==> config.mk <==
export PLATFORM = sky130hd
export DESIGN_NAME = framed_byte_stream_parser_core
export DESIGN_NICKNAME = d
export VERILOG_FILES = /design/src/hw/rtl/fbsp_pkg.sv /design/src/hw/rtl/fbsp_fifo.sv /design/src/hw/rtl/fbsp_front.sv /design/src/hw/rtl/fbsp_back.sv /design/src/hw/rtl/framed_byte_stream_parser_core.sv
export SDC_FILE = /design/constraint.sdc
export NUM_CORES = 1
export LEC_CHECK = 0
export BUFFER_PORTS_ARGS = -buffer_cell sky130_fd_sc_hd__buf_2
export CORE_ASPECT_RATIO = 2
export CORE_MARGIN = 4
export CORE_UTILIZATION = 64
export CTS_CLUSTER_SIZE = 30
export DETAILED_ROUTE_END_ITERATION = 7
export PLACE_DENSITY = 0.82
export SYNTH_ARGS = -nofsm -noshare
export SYNTH_HDL_FRONTEND = slang
export SYNTH_HIERARCHICAL = 1
export SYNTH_SLANG_ARGS = --single-unit
==> constraint.sdc <==
create_clock -name i_clk -period 10.7 [get_ports i_clk]
set_input_delay 1.605 -clock i_clk [delete_from_list [all_inputs] [get_ports i_clk]]
set_output_delay 1.605 -clock i_clk [all_outputs]
set_load 0.01 [all_outputs]
==> src/hw/rtl/fbsp_pkg.sv <==
// Shared types and constants for the framed byte stream parser.
// No dependencies; used by every module of the block except fbsp_fifo.
`default_nettype none

package fbsp_pkg;

    // Largest payload the block will accept, whatever the limit register says.
    localparam logic [7:0] MAX_PAYLOAD = 8'd128;

    // Configuration register indexes and reset values.
    localparam int unsigned CFG_ADDR_W = 2;
    localparam logic [CFG_ADDR_W-1:0] CFG_START_BYTE  = 2'd0;
    localparam logic [CFG_ADDR_W-1:0] CFG_MAX_PAYLOAD = 2'd1;
    localparam logic [7:0] START_BYTE_RST = 8'h01;
    localparam logic [7:0] MAX_LEN_RST    = 8'd128;

    // Depth of the queue between the parser and the result stage.
    localparam int unsigned QUEUE_DEPTH = 4;

    // Parser phase codes.
    localparam logic [3:0] PH_HUNT = 4'd0;
    localparam logic [3:0] PH_IDH  = 4'd1;
    localparam logic [3:0] PH_IDL  = 4'd2;
    localparam logic [3:0] PH_LENH = 4'd3;
    localparam logic [3:0] PH_LENL = 4'd4;
    localparam logic [3:0] PH_TYPH = 4'd5;
    localparam logic [3:0] PH_TYPL = 4'd6;
    localparam logic [3:0] PH_HCK  = 4'd7;
    localparam logic [3:0] PH_DATA = 4'd8;
    localparam logic [3:0] PH_DCK  = 4'd9;

    // Event codes.
    localparam logic [2:0] EV_HDR  = 3'd0;
    localparam logic [2:0] EV_PAY  = 3'd1;
    localparam logic [2:0] EV_OK   = 3'd2;
    localparam logic [2:0] EV_SKIP = 3'd3;
    localparam logic [2:0] EV_LEN  = 3'd4;
    localparam logic [2:0] EV_HCK  = 3'd5;
    localparam logic [2:0] EV_DCK  = 3'd6;

    // One classified byte as it travels from the parser to the result stage.
    typedef struct packed {
        logic [2:0]  event_res;
        logic [7:0]  payload_byte;
        logic [6:0]  payload_index;
        logic [15:0] frame_id;
        logic [7:0]  frame_len;
        logic [15:0] frame_type;
    } t_frm_rec;

endpackage

`default_nettype wire

==> src/hw/rtl/fbsp_fifo.sv <==
// Small register queue between the parser and the result stage.
// Generic width and depth; no package dependencies.
`default_nettype none

module fbsp_fifo #(
    parameter int unsigned WIDTH = 8,
    parameter int unsigned DEPTH = 4
) (
    input  wire logic             i_clk,
    input  wire logic             i_rst_n,
    input  wire logic             i_wr_en,
    input  wire logic [WIDTH-1:0] i_wr_data,
    input  wire logic             i_rd_en,
    output logic      [WIDTH-1:0] o_rd_data,
    output logic                  o_empty,
    output logic                  o_full
);

    localparam int unsigned AW = (DEPTH > 1) ? $clog2(DEPTH) : 1;
    localparam int unsigned CW = $clog2(DEPTH + 1);

    logic [WIDTH-1:0] r_mem [DEPTH];
    logic [AW-1:0]    r_wr_ptr;
    logic [AW-1:0]    r_rd_ptr;
    logic [CW-1:0]    r_count;
    logic [AW-1:0]    n_wr_ptr;
    logic [AW-1:0]    n_rd_ptr;
    logic [CW-1:0]    n_count;
    logic             wr_go;
    logic             rd_go;

    assign wr_go = i_wr_en && !o_full;
    assign rd_go = i_rd_en && !o_empty;

    assign o_empty   = (r_count == '0);
    assign o_full    = (r_count == CW'(DEPTH));
    assign o_rd_data = r_mem[r_rd_ptr];

    always_comb begin
        n_wr_ptr = r_wr_ptr;
        n_rd_ptr = r_rd_ptr;
        n_count  = r_count;
        if (wr_go) begin
            n_wr_ptr = (r_wr_ptr == AW'(DEPTH - 1)) ? '0 : r_wr_ptr + AW'(1);
        end
        if (rd_go) begin
            n_rd_ptr = (r_rd_ptr == AW'(DEPTH - 1)) ? '0 : r_rd_ptr + AW'(1);
        end
        if (wr_go && !rd_go) begin
            n_count = r_count + CW'(1);
        end else if (rd_go && !wr_go) begin
            n_count = r_count - CW'(1);
        end
    end

    always_ff @(posedge i_clk) begin
        if (!i_rst_n) begin
            r_wr_ptr <= '0;
            r_rd_ptr <= '0;
            r_count  <= '0;
        end else begin
            r_wr_ptr <= n_wr_ptr;
            r_rd_ptr <= n_rd_ptr;
            r_count  <= n_count;
        end
    end

    always_ff @(posedge i_clk) begin
        if (wr_go) begin
            r_mem[r_wr_ptr] <= i_wr_data;
        end
    end

endmodule

`default_nettype wire

==> src/hw/rtl/fbsp_front.sv <==
// Parser front end: configuration registers and the frame state machine.
// Classifies each received byte into one record; depends on fbsp_pkg.
`default_nettype none

module fbsp_front (
    input  wire logic                               i_clk,
    input  wire logic                               i_rst_n,
    input  wire logic                               i_cfg_we,
    input  wire logic [fbsp_pkg::CFG_ADDR_W-1:0]    i_cfg_addr,
    input  wire logic [7:0]                         i_cfg_wdata,
    input  wire logic                               i_push,
    input  wire logic [7:0]                         i_rx_byte,
    input  wire logic                               i_q_full,
    output logic                                    o_q_wr,
    output fbsp_pkg::t_frm_rec                      o_q_rec
);

    logic [7:0]  r_start_byte;
    logic [7:0]  r_max_len;
    logic [3:0]  r_phase;
    logic [15:0] r_id;
    logic [15:0] r_type;
    logic [7:0]  r_len;
    logic [7:0]  r_seen;
    logic [7:0]  r_xor;
    logic [3:0]  n_phase;
    logic [15:0] n_id;
    logic [15:0] n_type;
    logic [7:0]  n_len;
    logic [7:0]  n_seen;
    logic [7:0]  n_xor;
    logic [7:0]  limit;
    logic        ended;
    logic        accept;

    assign accept = i_push && !i_q_full;
    assign o_q_wr = accept;
    assign limit  = (r_max_len > fbsp_pkg::MAX_PAYLOAD) ? fbsp_pkg::MAX_PAYLOAD : r_max_len;

    always_comb begin
        n_phase = r_phase;
        n_id    = r_id;
        n_type  = r_type;
        n_len   = r_len;
        n_seen  = r_seen;
        n_xor   = r_xor;
        ended   = 1'b0;
        o_q_rec = '0;
        o_q_rec.event_res = fbsp_pkg::EV_HDR;

        unique case (r_phase)
            fbsp_pkg::PH_IDH: begin
                n_id    = {i_rx_byte, 8'h00};
                n_xor   = r_xor ^ i_rx_byte;
                n_phase = fbsp_pkg::PH_IDL;
            end
            fbsp_pkg::PH_IDL: begin
                n_id    = r_id | {8'h00, i_rx_byte};
                n_xor   = r_xor ^ i_rx_byte;
                n_phase = fbsp_pkg::PH_LENH;
            end
            fbsp_pkg::PH_LENH: begin
                n_len   = i_rx_byte;
                n_xor   = r_xor ^ i_rx_byte;
                n_phase = fbsp_pkg::PH_LENL;
            end
            fbsp_pkg::PH_LENL: begin
                n_xor = r_xor ^ i_rx_byte;
                // A nonzero high byte is always too long and reports as 255.
                if (r_len != 8'd0 || i_rx_byte > limit) begin
                    n_len = (r_len != 8'd0) ? 8'hFF : i_rx_byte;
                    o_q_rec.event_res = fbsp_pkg::EV_LEN;
                    ended = 1'b1;
                end else begin
                    n_len   = i_rx_byte;
                    n_phase = fbsp_pkg::PH_TYPH;
                end
            end
            fbsp_pkg::PH_TYPH: begin
                n_type  = {i_rx_byte, 8'h00};
                n_xor   = r_xor ^ i_rx_byte;
                n_phase = fbsp_pkg::PH_TYPL;
            end
            fbsp_pkg::PH_TYPL: begin
                n_type  = r_type | {8'h00, i_rx_byte};
                n_xor   = r_xor ^ i_rx_byte;
                n_phase = fbsp_pkg::PH_HCK;
            end
            fbsp_pkg::PH_HCK: begin
                if (i_rx_byte != ~r_xor) begin
                    o_q_rec.event_res = fbsp_pkg::EV_HCK;
                    ended = 1'b1;
                end else begin
                    n_xor   = 8'h00;
                    n_seen  = 8'h00;
                    n_phase = (r_len == 8'd0) ? fbsp_pkg::PH_DCK : fbsp_pkg::PH_DATA;
                end
            end
            fbsp_pkg::PH_DATA: begin
                o_q_rec.event_res     = fbsp_pkg::EV_PAY;
                o_q_rec.payload_byte  = i_rx_byte;
                o_q_rec.payload_index = r_seen[6:0];
                n_xor  = r_xor ^ i_rx_byte;
                n_seen = r_seen + 8'd1;
                if (n_seen >= r_len) begin
                    n_phase = fbsp_pkg::PH_DCK;
                end
            end
            fbsp_pkg::PH_DCK: begin
                o_q_rec.event_res = (i_rx_byte == ~r_xor) ? fbsp_pkg::EV_OK
                                                          : fbsp_pkg::EV_DCK;
                ended = 1'b1;
            end
            default: begin
                // Hunting; unused phase codes behave the same way.
                if (i_rx_byte == r_start_byte) begin
                    n_id    = '0;
                    n_type  = '0;
                    n_len   = '0;
                    n_seen  = '0;
                    n_xor   = i_rx_byte;
                    n_phase = fbsp_pkg::PH_IDH;
                end else begin
                    n_phase = fbsp_pkg::PH_HUNT;
                    o_q_rec.event_res = fbsp_pkg::EV_SKIP;
                end
            end
        endcase

        // The record reports the frame fields before any end-of-frame clear.
        o_q_rec.frame_id   = n_id;
        o_q_rec.frame_len  = n_len;
        o_q_rec.frame_type = n_type;

        if (ended) begin
            n_phase = fbsp_pkg::PH_HUNT;
            n_id    = '0;
            n_type  = '0;
            n_len   = '0;
            n_seen  = '0;
            n_xor   = '0;
        end
    end

    always_ff @(posedge i_clk) begin
        if (!i_rst_n) begin
            r_start_byte <= fbsp_pkg::START_BYTE_RST;
            r_max_len    <= fbsp_pkg::MAX_LEN_RST;
            r_phase      <= fbsp_pkg::PH_HUNT;
            r_id         <= '0;
            r_type       <= '0;
            r_len        <= '0;
            r_seen       <= '0;
            r_xor        <= '0;
        end else begin
            if (i_cfg_we) begin
                priority case (i_cfg_addr)
                    fbsp_pkg::CFG_START_BYTE:  r_start_byte <= i_cfg_wdata;
                    fbsp_pkg::CFG_MAX_PAYLOAD: r_max_len    <= i_cfg_wdata;
                    default: ;
                endcase
            end
            if (accept) begin
                r_phase <= n_phase;
                r_id    <= n_id;
                r_type  <= n_type;
                r_len   <= n_len;
                r_seen  <= n_seen;
                r_xor   <= n_xor;
            end
        end
    end

endmodule

`default_nettype wire

==> src/hw/rtl/fbsp_back.sv <==
// Result stage: error and skip counters plus the output register.
// Drains the parser queue; depends on fbsp_pkg.
`default_nettype none

module fbsp_back (
    input  wire logic                i_clk,
    input  wire logic                i_rst_n,
    input  wire logic                i_q_empty,
    input  wire fbsp_pkg::t_frm_rec  i_q_rec,
    input  wire logic                i_pop,
    output logic                     o_q_rd,
    output logic                     o_empty,
    output logic [2:0]               o_event_res,
    output logic [7:0]               o_payload_byte,
    output logic [6:0]               o_payload_index,
    output logic [15:0]              o_frame_id,
    output logic [7:0]               o_frame_len,
    output logic [15:0]              o_frame_type,
    output logic [31:0]              o_skip_count,
    output logic [31:0]              o_length_error_count,
    output logic [31:0]              o_checksum_error_count
);

    logic               r_valid;
    fbsp_pkg::t_frm_rec r_rec;
    logic [31:0]        r_skip;
    logic [31:0]        r_len_err;
    logic [31:0]        r_cks_err;
    logic [31:0]        n_skip;
    logic [31:0]        n_len_err;
    logic [31:0]        n_cks_err;

    // A new record moves in when the output slot is free or being taken.
    assign o_q_rd = !i_q_empty && (!r_valid || i_pop);

    always_comb begin
        n_skip    = r_skip;
        n_len_err = r_len_err;
        n_cks_err = r_cks_err;
        if (o_q_rd) begin
            if (i_q_rec.event_res == fbsp_pkg::EV_SKIP) begin
                n_skip = r_skip + 32'd1;
            end
            if (i_q_rec.event_res == fbsp_pkg::EV_LEN) begin
                n_len_err = r_len_err + 32'd1;
            end
            if (i_q_rec.event_res == fbsp_pkg::EV_HCK ||
                i_q_rec.event_res == fbsp_pkg::EV_DCK) begin
                n_cks_err = r_cks_err + 32'd1;
            end
        end
    end

    always_ff @(posedge i_clk) begin
        if (!i_rst_n) begin
            r_valid   <= 1'b0;
            r_skip    <= '0;
            r_len_err <= '0;
            r_cks_err <= '0;
        end else begin
            if (o_q_rd) begin
                r_valid <= 1'b1;
            end else if (i_pop) begin
                r_valid <= 1'b0;
            end
            r_skip    <= n_skip;
            r_len_err <= n_len_err;
            r_cks_err <= n_cks_err;
        end
    end

    always_ff @(posedge i_clk) begin
        if (o_q_rd) begin
            r_rec <= i_q_rec;
        end
    end

    // Counters move only when a record is loaded, so they match the shown result.
    assign o_empty                = !r_valid;
    assign o_event_res            = r_rec.event_res;
    assign o_payload_byte         = r_rec.payload_byte;
    assign o_payload_index        = r_rec.payload_index;
    assign o_frame_id             = r_rec.frame_id;
    assign o_frame_len            = r_rec.frame_len;
    assign o_frame_type           = r_rec.frame_type;
    assign o_skip_count           = r_skip;
    assign o_length_error_count   = r_len_err;
    assign o_checksum_error_count = r_cks_err;

endmodule

`default_nettype wire

==> src/hw/rtl/framed_byte_stream_parser_core.sv <==
// Top level of the framed byte stream parser; depends on fbsp_pkg,
// fbsp_front, fbsp_fifo and fbsp_back.
//
// Input is a queue write side: present a byte on i_rx_byte with push high;
// it is taken on any edge where full is low. Output is a queue read side:
// while empty is low the oldest result is on the o_ ports and pop takes it.
// Every byte gives exactly one result: an event code, the payload byte and
// its index on payload events, the frame fields and the three counters.
// Configuration is a plain write port (i_cfg_we, i_cfg_addr, i_cfg_wdata):
// index 0 is the start byte, index 1 the payload length limit.
// An accepted byte's result passes through the queue and the output register.
// The parser state machine handles one byte per cycle, so a byte may be
// pushed on every cycle while results are popped on every cycle.
// When the receiver stalls, results pile up in the queue and the output
// register; full rises once the queue holds QUEUE_DEPTH results.
// Synchronous active-low reset clears the parser to hunting, zeroes the
// counters, empties the queue and restores the register defaults.
`default_nettype none

module framed_byte_stream_parser_core #(
    parameter int unsigned QUEUE_DEPTH = fbsp_pkg::QUEUE_DEPTH
) (
    input  wire logic                            i_clk,
    input  wire logic                            i_rst_n,
    input  wire logic                            i_cfg_we,
    input  wire logic [fbsp_pkg::CFG_ADDR_W-1:0] i_cfg_addr,
    input  wire logic [7:0]                      i_cfg_wdata,
    input  wire logic                            push,
    output logic                                 full,
    input  wire logic [7:0]                      i_rx_byte,
    output logic                                 empty,
    input  wire logic                            pop,
    output logic [2:0]                           o_event_res,
    output logic [7:0]                           o_payload_byte,
    output logic [6:0]                           o_payload_index,
    output logic [15:0]                          o_frame_id,
    output logic [7:0]                           o_frame_len,
    output logic [15:0]                          o_frame_type,
    output logic [31:0]                          o_skip_count,
    output logic [31:0]                          o_length_error_count,
    output logic [31:0]                          o_checksum_error_count
);

    localparam int unsigned REC_W = $bits(fbsp_pkg::t_frm_rec);

    logic               q_wr;
    logic               q_rd;
    logic               q_empty;
    logic               q_full;
    fbsp_pkg::t_frm_rec q_wr_rec;
    fbsp_pkg::t_frm_rec q_rd_rec;
    logic [REC_W-1:0]   q_rd_bits;

    assign full     = q_full;
    assign q_rd_rec = fbsp_pkg::t_frm_rec'(q_rd_bits);

    fbsp_front u_front (
        .i_clk       (i_clk),
        .i_rst_n     (i_rst_n),
        .i_cfg_we    (i_cfg_we),
        .i_cfg_addr  (i_cfg_addr),
        .i_cfg_wdata (i_cfg_wdata),
        .i_push      (push),
        .i_rx_byte   (i_rx_byte),
        .i_q_full    (q_full),
        .o_q_wr      (q_wr),
        .o_q_rec     (q_wr_rec)
    );

    fbsp_fifo #(
        .WIDTH (REC_W),
        .DEPTH (QUEUE_DEPTH)
    ) u_fifo (
        .i_clk     (i_clk),
        .i_rst_n   (i_rst_n),
        .i_wr_en   (q_wr),
        .i_wr_data (REC_W'(q_wr_rec)),
        .i_rd_en   (q_rd),
        .o_rd_data (q_rd_bits),
        .o_empty   (q_empty),
        .o_full    (q_full)
    );

    fbsp_back u_back (
        .i_clk                  (i_clk),
        .i_rst_n                (i_rst_n),
        .i_q_empty              (q_empty),
        .i_q_rec                (q_rd_rec),
        .i_pop                  (pop),
        .o_q_rd                 (q_rd),
        .o_empty                (empty),
        .o_event_res            (o_event_res),
        .o_payload_byte         (o_payload_byte),
        .o_payload_index        (o_payload_index),
        .o_frame_id             (o_frame_id),
        .o_frame_len            (o_frame_len),
        .o_frame_type           (o_frame_type),
        .o_skip_count           (o_skip_count),
        .o_length_error_count   (o_length_error_count),
        .o_checksum_error_count (o_checksum_error_count)
    );

    // A checksum failure leaving the queue shows up as a one-step count increase.
    a_cks_count: assert property (@(posedge i_clk) disable iff (!i_rst_n)
        (q_rd && (q_rd_rec.event_res == fbsp_pkg::EV_HCK ||
                  q_rd_rec.event_res == fbsp_pkg::EV_DCK))
        |=> (o_checksum_error_count == $past(o_checksum_error_count) + 32'd1))
        else $error("checksum error count did not advance");

    // A skipped byte leaving the queue advances the skip counter by one.
    a_skip_count: assert property (@(posedge i_clk) disable iff (!i_rst_n)
        (q_rd && q_rd_rec.event_res == fbsp_pkg::EV_SKIP)
        |=> (o_skip_count == $past(o_skip_count) + 32'd1))
        else $error("skip count did not advance");

    // A byte written into the queue leaves it non-empty on the next cycle.
    a_queue_fill: assert property (@(posedge i_clk) disable iff (!i_rst_n)
        q_wr |=> !q_empty)
        else $error("queue lost an accepted byte");

    // A payload byte always lies inside the frame's announced length.
    a_pay_index: assert property (@(posedge i_clk) disable iff (!i_rst_n)
        (!empty && o_event_res == fbsp_pkg::EV_PAY)
        |-> ({1'b0, o_payload_index} < o_frame_len))
        else $error("payload index beyond frame length");

endmodule

`default_nettype wire

==> flow_summary.json <==
{
  "cp_top_family": "compound AO/OA/AOI/OAI gates",
  "rsz0062_at_grt": "false",
  "die_x_um": 132.9,
  "yosys.area_share.simple_pct": 14.37,
  "final_layout_size_suffix_gt1_share_pct": 18.68,
  "track_usage_pct": 26.05,
  "fillers": 2059,
  "holdPathStages": 2,
  "setup_violations": 0,
  "stdcell_area_mm2": 0.02253,
  "synthAdderAreaFrac_pct": 1.731,
  "root_buffer": "clkbuf_16",
  "run_status": "finished clean",
  "drc_errors": 0,
  "finalWirelength_mm": 45.16,
  "n_antenna_cell": 0,
  "ys_seq_elements": 472,
  "crit_path_end_kind": "flop",
  "cts_sinks": 472,
  "cts_hold_buf": 0,
  "port_buffers": 178,
  "hold_path.class": "flop to flop",
  "cpPeakStageDelay_ns": 0.73,
  "cts_buffer_depth": 3,
  "fin_nets": 1833,
  "placed_area_mm2": 0.02111,
  "antenna_found_initial": 0,
  "yosysUniqueCellTypes": 65,
  "critPathKind": "primary input to flop",
  "crit_fanout": 20,
  "ir_drop_v": 0.0001427,
  "numCtsBuffers": 40,
  "yosysSeqAreaShare_pct": 61.90,
  "wire_per_inst_um": 20.23,
  "critPathArrivalTime_ns": 4.34,
  "synth_compound_area_share_pct": 7.481,
  "avgSynthCellArea_um2": 12.25,
  "startpoint": "i_rx_byte[4]",
  "cp_slowest_cell": "and2_1",
  "overflow": 0,
  "cts_resized": 0,
  "boundaryPins": 179,
  "crit_end": "u_front/r_len[0]$_SDFFE_PN0P_",
  "relSlewSlack_pct": 23.41,
  "syn-cell-area_mm2": 0.01995,
  "ff2ff_path_depth": 7,
  "grt_pass1_vias": 13360,
  "synth_mux_area_share_pct": 7.700,
  "crit_chain": "buf_2, xor2_1, nor4_1, and2_1, o211ai_1, a21oi_2, o22ai_1",
  "clk_latency_ns": 0.55,
  "synth_flop_cell": "edfxtp_1",
  "mappedNetlistNets": 1679,
  "dp_hpwl_mm": 30.29,
  "cap_violations": 0,
  "worstReg2RegEnd": "u_back/o_length_error_count[31]$_SDFFE_PN0P_",
  "synth.yosys.warnings": 6,
  "die_area_mm2": 0.03424,
  "grt_pass1_wl_mm": 71.15,
  "vias": 13560,
  "dr.pass1.iters": 6,
  "async_reset_ff_share_pct": 0,
  "die_y_um": 257.7,
  "synth-xor-area-share_pct": 4.038,
  "startpoint_type": "primary input",
  "hold_viol": 0,
  "route.antenna.remaining_nets": 0,
  "synth_edf_count": 290,
  "post_cts_buffers": 0,
  "max_freq_ghz": 0.2544,
  "power-per-cell-area_mw_per_mm2": 206.7,
  "clkTransAtPathRegs_ns": 0.07,
  "reg2reg_slack_ns": 6.79,
  "p_leak_nw": 8.009,
  "gp_congestion": 0.9241,
  "slew_viol_final": 0,
  "num_rows": 91,
  "timing.final.crit_share_pct": 36.74,
  "syn-instance-count": 1629,
  "cp_num_cells": 7,
  "crit_buf_inv": 1,
  "grt_max_degree": 63,
  "skew_ns": 0.02279,
  "fp.coreArea_mm2": 0.03086,
  "drt_iter0_markers": 1046,
  "synth_top_family_by_area": "simple AND/OR/NAND/NOR gates",
  "worst_pin_slew_ns": 1.146,
  "cts_tree": "done",
  "period_needed_ns": 3.931,
  "vias_per_cell": 6.071,
  "initial_core_util_pct": 64.67,
  "finalSetupTns_ns": 0,
  "htreeDepth": 2,
  "required_ns": 11.11,
  "synthToLayoutAreaGrowth_pct": 12.91
}
[worst min path at each step]
stage | endpoint | from
3_5_place_dp | u_front/r_type[9]$_SDFFE_PN0P_ | u_front/r_type[9]$_SDFFE_PN0P_
2_1_floorplan | u_front/r_type[10]$_SDFFE_PN0P_ | u_front/r_type[10]$_SDFFE_PN0P_
6_report | u_front/r_type[9]$_SDFFE_PN0P_ | u_front/r_type[9]$_SDFFE_PN0P_
4_1_cts | u_front/r_type[9]$_SDFFE_PN0P_ | u_front/r_type[9]$_SDFFE_PN0P_
5_1_grt | u_front/r_type[9]$_SDFFE_PN0P_ | u_front/r_type[9]$_SDFFE_PN0P_
3_3_place_gp | u_front/r_type[15]$_SDFFE_PN0P_ | u_front/r_type[15]$_SDFFE_PN0P_
[state kept, by name, summed over array words and instances (netlist names), named ones only]
| signal | count |
|---|---|
| u_back/o_checksum_error_count | 32 |
| u_back/o_event_res | 3 |
| u_back/o_frame_id | 16 |
| u_back/o_frame_len | 8 |
| u_back/o_frame_type | 16 |
| u_back/o_length_error_count | 32 |
| u_back/o_payload_byte | 8 |
| u_back/o_payload_index | 7 |
| u_back/o_skip_count | 32 |
| u_back/r_valid | 1 |
| u_fifo/r_count | 3 |
| u_fifo/r_mem | 232 |
| u_fifo/r_rd_ptr | 2 |
| u_fifo/r_wr_ptr | 2 |
| u_front/r_id | 16 |
| u_front/r_len | 8 |
| u_front/r_max_len | 8 |
| u_front/r_phase | 4 |
| u_front/r_seen | 8 |
| u_front/r_start_byte | 8 |
| u_front/r_type | 16 |
| u_front/r_xor | 8 |
[synth_stat cells (11+ instances only)]
library cell	number	area share, %
a21oi_1	105	2.6
a31oi_1	23	0.72
and2_1	37	1.2
buf_2	11	0.28
clkbuf_1	50	0.94
dfxtp_1	182	18
edfxtp_1	290	44
ha_1	26	1.6
inv_1	42	0.79
mux2i_1	23	1.2
mux4_2	58	6.5
nand2_1	152	2.9
nand3_1	39	0.98
nand4_1	30	0.94
nor2_1	177	3.3
nor3_1	22	0.55
nor4_1	40	1.3
o21ai_0	37	0.93
o21ai_1	13	0.33
o22ai_1	13	0.41
o31ai_1	12	0.45
or3_1	21	0.66
xnor2_1	61	2.7
xor2_1	31	1.4
[power by group]
group | switching, mW | internal [mW]
Combinational | 0.446 | 0.324
Clock | 0.640 | 0.919
Sequential | 0.0953 | 2.23
[cells in the final DEF (no fill, tap or decap), types with 30 or more instances in the layout]
master / netlist / final
nor4_1: 40 / 40
xnor2_1: 61 / 61
inv_1: 42 / 41
clkbuf_16: 0 / 41
xor2_1: 31 / 31
dfxtp_1: 182 / 180
nand2_1: 152 / 152
a21oi_1: 105 / 105
o21ai_0: 37 / 37
nand3_1: 39 / 39
mux4_2: 58 / 58
buf_2: 11 / 178
and2_1: 37 / 33
nand4_1: 30 / 30
edfxtp_1: 290 / 290
nor2_1: 177 / 176
[logic make-up after synthesis]
family / after synthesis
AO/OA/AOI/OAI: 251
AND/OR/NAND/NOR: 582
multiplexers: 81
XOR/XNOR: 92
flip-flops: 472
buffers and inverters: 124
adder cells (fa/ha/maj): 27
[metal layers]
metal  wire [µm]  GRT usage (%)  vias up  share of wire, %
li1            -              -     6325                 -
met1       16100          29.57     6641                36
met3        2331          3.236      105               5.2
met2       24920          48.91      485                55
met5           0              0        -                 0
met4        1810          10.87        0               4.0
[worst reg2reg max path: stages, from the launching register on]
cell and delay (ns):
dfxtp_4 0.68, buf_4 0.63, mux4_2 0.69, nor2_1 0.20
and3_1 0.56, nand3_1 0.37, or4_1 0.57, a21oi_1 0.14
[final cells by class]
| class | count | area, µm² | share of cell area [%] |
|---|---|---|---|
| Sequential cell | 472 | 12360 | 54.85 |
| Inverter | 44 | 165.2 | 0.7330 |
| Clock buffer | 52 | 1089 | 4.831 |
| Clock inverter | 22 | 330.3 | 1.466 |
| Tap cell | 418 | 523.0 | 2.321 |
| Multi-Input combinational cell | 1033 | 7071 | 31.38 |
| Timing Repair Buffer | 192 | 996.0 | 4.420 |
[per-stage QoR]
step / utilization [%] / power (mW) / setup slack (ns) / hold slack, ns / instances
final: 73.02 / 4.658 / 6.769 / 0.4586 / 2233
after global routing: 73.02 / 4.849 / 6.471 / 0.4828 / 2233
after CTS: 73.02 / 4.713 / 6.721 / 0.4576 / 2233
after detailed placement: 68.42 / 3.157 / 6.267 / 0.4481 / 2159
after global placement: 68.42 / 3.125 / 6.407 / 0.4424 / 2159
after floorplan: - / 2.896 / 4.795 / 0.4363 / 1629
Power figures use the tool's default switching activity.
